===== config.mk =====
export PLATFORM = sky130hd
export DESIGN_NAME = brufns_div
export DESIGN_NICKNAME = d
export VERILOG_FILES = /design/src/sv/brufns_div.sv
export SDC_FILE = /design/constraint.sdc
export NUM_CORES = 1
export LEC_CHECK = 0
export BUFFER_PORTS_ARGS = -buffer_cell sky130_fd_sc_hd__buf_4
export CORE_MARGIN = 10
export CORE_UTILIZATION = 40
export CTS_CLUSTER_SIZE = 30
export DETAILED_ROUTE_END_ITERATION = 16
export PLACE_DENSITY = 0.72
export SLEW_MARGIN = 20
export SYNTH_ARGS = -nofsm -noshare
export SYNTH_HDL_FRONTEND = slang
export SYNTH_SLANG_ARGS = --single-unit

===== constraint.sdc =====
create_clock -name clk -period 3.9 [get_ports clk]
set_clock_uncertainty 0.05 [all_clocks]
set_input_delay 0 -clock clk [delete_from_list [all_inputs] [get_ports clk]]
set_output_delay 0 -clock clk [all_outputs]
set_load 0.05 [all_outputs]

===== src/sv/brufns_div.sv =====
// Restoring divider, one quotient bit per cycle; yields the per-pixel step
// quotient and remainder of the scaler's coordinate mapping. No dependencies.
`default_nettype none

module brufns_div #(
  parameter int W = 12
) (
  input  wire logic         clk,
  input  wire logic         rst,
  input  wire logic         start,
  input  wire logic [W-1:0] dividend,
  input  wire logic [W-1:0] divisor,   // never zero
  output      logic         busy,
  output      logic [W-1:0] quotient,
  output      logic [W-1:0] remainder
);

  localparam int CW = $clog2(W + 1);

  logic [CW-1:0] count;
  logic [W:0]    shifted;
  logic [W+1:0]  diff;

  assign shifted = {remainder, quotient[W-1]};
  assign diff    = {1'b0, shifted} - {2'b00, divisor};

  always_ff @(posedge clk) begin
    if (rst) begin
      busy  <= 1'b0;
      count <= '0;
    end else if (start) begin
      busy      <= 1'b1;
      count     <= CW'(W);
      quotient  <= dividend;
      remainder <= '0;
    end else if (busy) begin
      count <= count - CW'(1);
      busy  <= (count != CW'(1));
      if (!diff[W+1]) begin
        remainder <= diff[W-1:0];
        quotient  <= {quotient[W-2:0], 1'b1};
      end else begin
        remainder <= shifted[W-1:0];
        quotient  <= {quotient[W-2:0], 1'b0};
      end
    end
  end

endmodule

`default_nettype wire


==> results.cfg <==
[yosys]
async_flop_share = 0
synth.ff_latch_count = 29
avgSynthCellArea_um2 = 10.0
synth.area.top_cells = edfxtp_1, ha_1, mux2_2, dfxtp_1, mux2i_1
yosys_warnings = 0
syn_nets = 248
ys_types = 48
yosysTopAreaCellShare = 0.350
yosysSeqAreaShare = 0.398
yosys.area.top_type = edfxtp_1
synthesis.area_um2 = 2060
synth_edf_count = 24
synth_ff_type = edfxtp_1
synthCells = 206

[timing]
fin_crit_sh = 0.692
hold_slack_ns = 0.0962
hold_violations = 0
max_clock_freq_mhz = 370
setup_viol_count_final = 0
slew_headroom = 0.541
slew_viol_final = 0
finalWorstSetupSlack_ns = 1.20
worst_pin_slew_ns = 0.684
tns_ns = 0
fin_crit_ns = 2.70
rsz0062_at_grt = false

[drt]
drt_iter0_drc = 109
ant_nets = 0
drc = 0
drt_first_pass_iters = 4
viasPerCell = 5.19
wl_per_cell_um = 15.3
vias = 1775
finalWirelength_mm = 5.22

[worst_setup_path]
path_cells = ha_1 -> nor2b_4 -> o31a_1 -> o31a_1 -> o31ai_4 -> mux2_4
reg2reg_depth = 6
crit_path_start = remainder[0]
crit_type = register to register
rrSetupSlack_ns = 1.20
worstSetupStartpointType = register
path_common_cell = o31a_1
crit_required_ns = 3.88
cp_max_fo = 9
cp-end-kind = register
crit_arrival_ns = 2.68
crit-reg2reg-launch = remainder[0]
critPathSlowestCell = o31ai_4
cpPeakStageDelay_ns = 0.55

[placement]
portBuffers = 51
dp_hpwl_mm = 3.68
gp_congestion = 0.845
pre_cts_ws_ns = 1.22
place_inst = 321
place_area_um2 = 2510

[min_path]
worstHoldPathCells = 2
hp-class = input port to register
hold_start = start

[finish]
diodes = 0
stdcell_count = 342
fillers = 459
fin_util = 0.541
finalInstanceArea_um2 = 2730
nNetsFinal = 313
final_layout_size_suffix_gt1_frac = 0.298
area_growth_pct = 32.4
final_cell_mix = buf_4, edfxtp_1, inv_1
layout_commonest_cell = buf_4

[clocking]
cts_sinks = 29
worstSkewPairLatency_ns = 0.28
clockBufferDepth = 2
numCtsBuffers = 5
cts_root_buffer = clkbuf_8
htreeDepth = 2
cts_tree = built
cts_setup_buffers = 0
hold_buffers = 13
clk_pin_slew_ns = 0.06
post_cts_resized = 0

[floorplan]
die_width_um = 91.8
io-pin-count = 52
start_util = 0.409
die_h_um = 91.8
core_area_um2 = 5040
die-area_um2 = 8420
num_rows = 26

[global_route]
grt_usage = 0.123
grt_pass1_vias = 1844
grt_pass1_wl_mm = 8.71
grt_max_degree = 28
antenna_found_initial = 0
grt_overflow_total = 0

[status]
status = complete, no violations

[power]
vdd.ir_drop.worst_v = 0.000261
post-layout-total-power_mw = 1.05
power.leakage_nw = 1.15
power_density_nw_per_um2 = 387

[flow_run]
max_cap_violations = 0
where the power goes:
| group | switching, mW | internal (mW) | total, mW | leakage (nW) |
|---|---|---|---|---|
| Combinational | 0.238 | 0.168 | 0.406 | 0.833 |
| Clock | 0.111 | 0.144 | 0.255 | 0.0455 |
| Sequential | 0.0211 | 0.373 | 0.394 | 0.273 |
synth_stat cells (all sizes together) (2+ instances only):
| master | n |
|---|---|
| o21a | 3 |
| buf | 2 |
| or3 | 4 |
| edfxtp | 24 |
| nor3 | 4 |
| dfxtp | 5 |
| clkbuf | 5 |
| o21ai | 11 |
| nand2b | 4 |
| nor4 | 3 |
| ha | 14 |
| o31ai | 3 |
| nand3 | 3 |
| nor2 | 16 |
| mux2i | 8 |
| xor2 | 2 |
| nor3b | 2 |
| o31a | 4 |
| nor4b | 2 |
| a211oi | 4 |
| a21oi | 12 |
| a31oi | 4 |
| a2111oi | 2 |
| nor2b | 3 |
| nand2 | 13 |
| inv | 21 |
| xnor2 | 2 |
| mux2 | 14 |
layout make-up:
class	instances	area, µm²	area share
tap	70	87.6	0.0321
clock buffer	8	90.1	0.0330
sequential	29	821	0.301
multi-input combinational	149	1130	0.414
timing repair buffer	65	520	0.191
inverter	21	78.8	0.0289
sequential cells by signal (all words and copies together), names as in the netlist:
signal     count
busy           1
count          4
quotient      12
remainder     12
logic make-up (layout without fill, tap and decap cells):
group                      count (synthesis)  count (layout)  synth area share
AOI/OAI and AO/OA                         50              50             0.171
xor gates and xnor gates                   4               4            0.0170
adders and majority gates                 15              15            0.0947
buffers and inverters                     28              94            0.0546
DFF                                       29              29             0.398
muxes                                     22              22             0.117
and+or+nand+nor                           58              58             0.147
worst max-delay path, delay by kind of cell, from the launching register on:
family | cells | cell delay [ns]
AOI/OAI and AO/OA | 3 | 1.23
DFF | 1 | 0.41
muxes | 1 | 0.34
adders and majority gates | 1 | 0.29
and+or+nand+nor | 1 | 0.13
layer usage:
layer  part of all wire  GRT usage
met4             0.0075     0.0334
met5                  0          0
met2               0.49      0.203
met1               0.42      0.142
met3              0.087     0.0554
path summary, 6_finish.rpt:
check / to
worst max register to register: remainder[6]
worst min register to register: count[1]
worst max-delay path: remainder[6]
worst min-delay path: count[0]
Power figures use the tool's default switching activity.
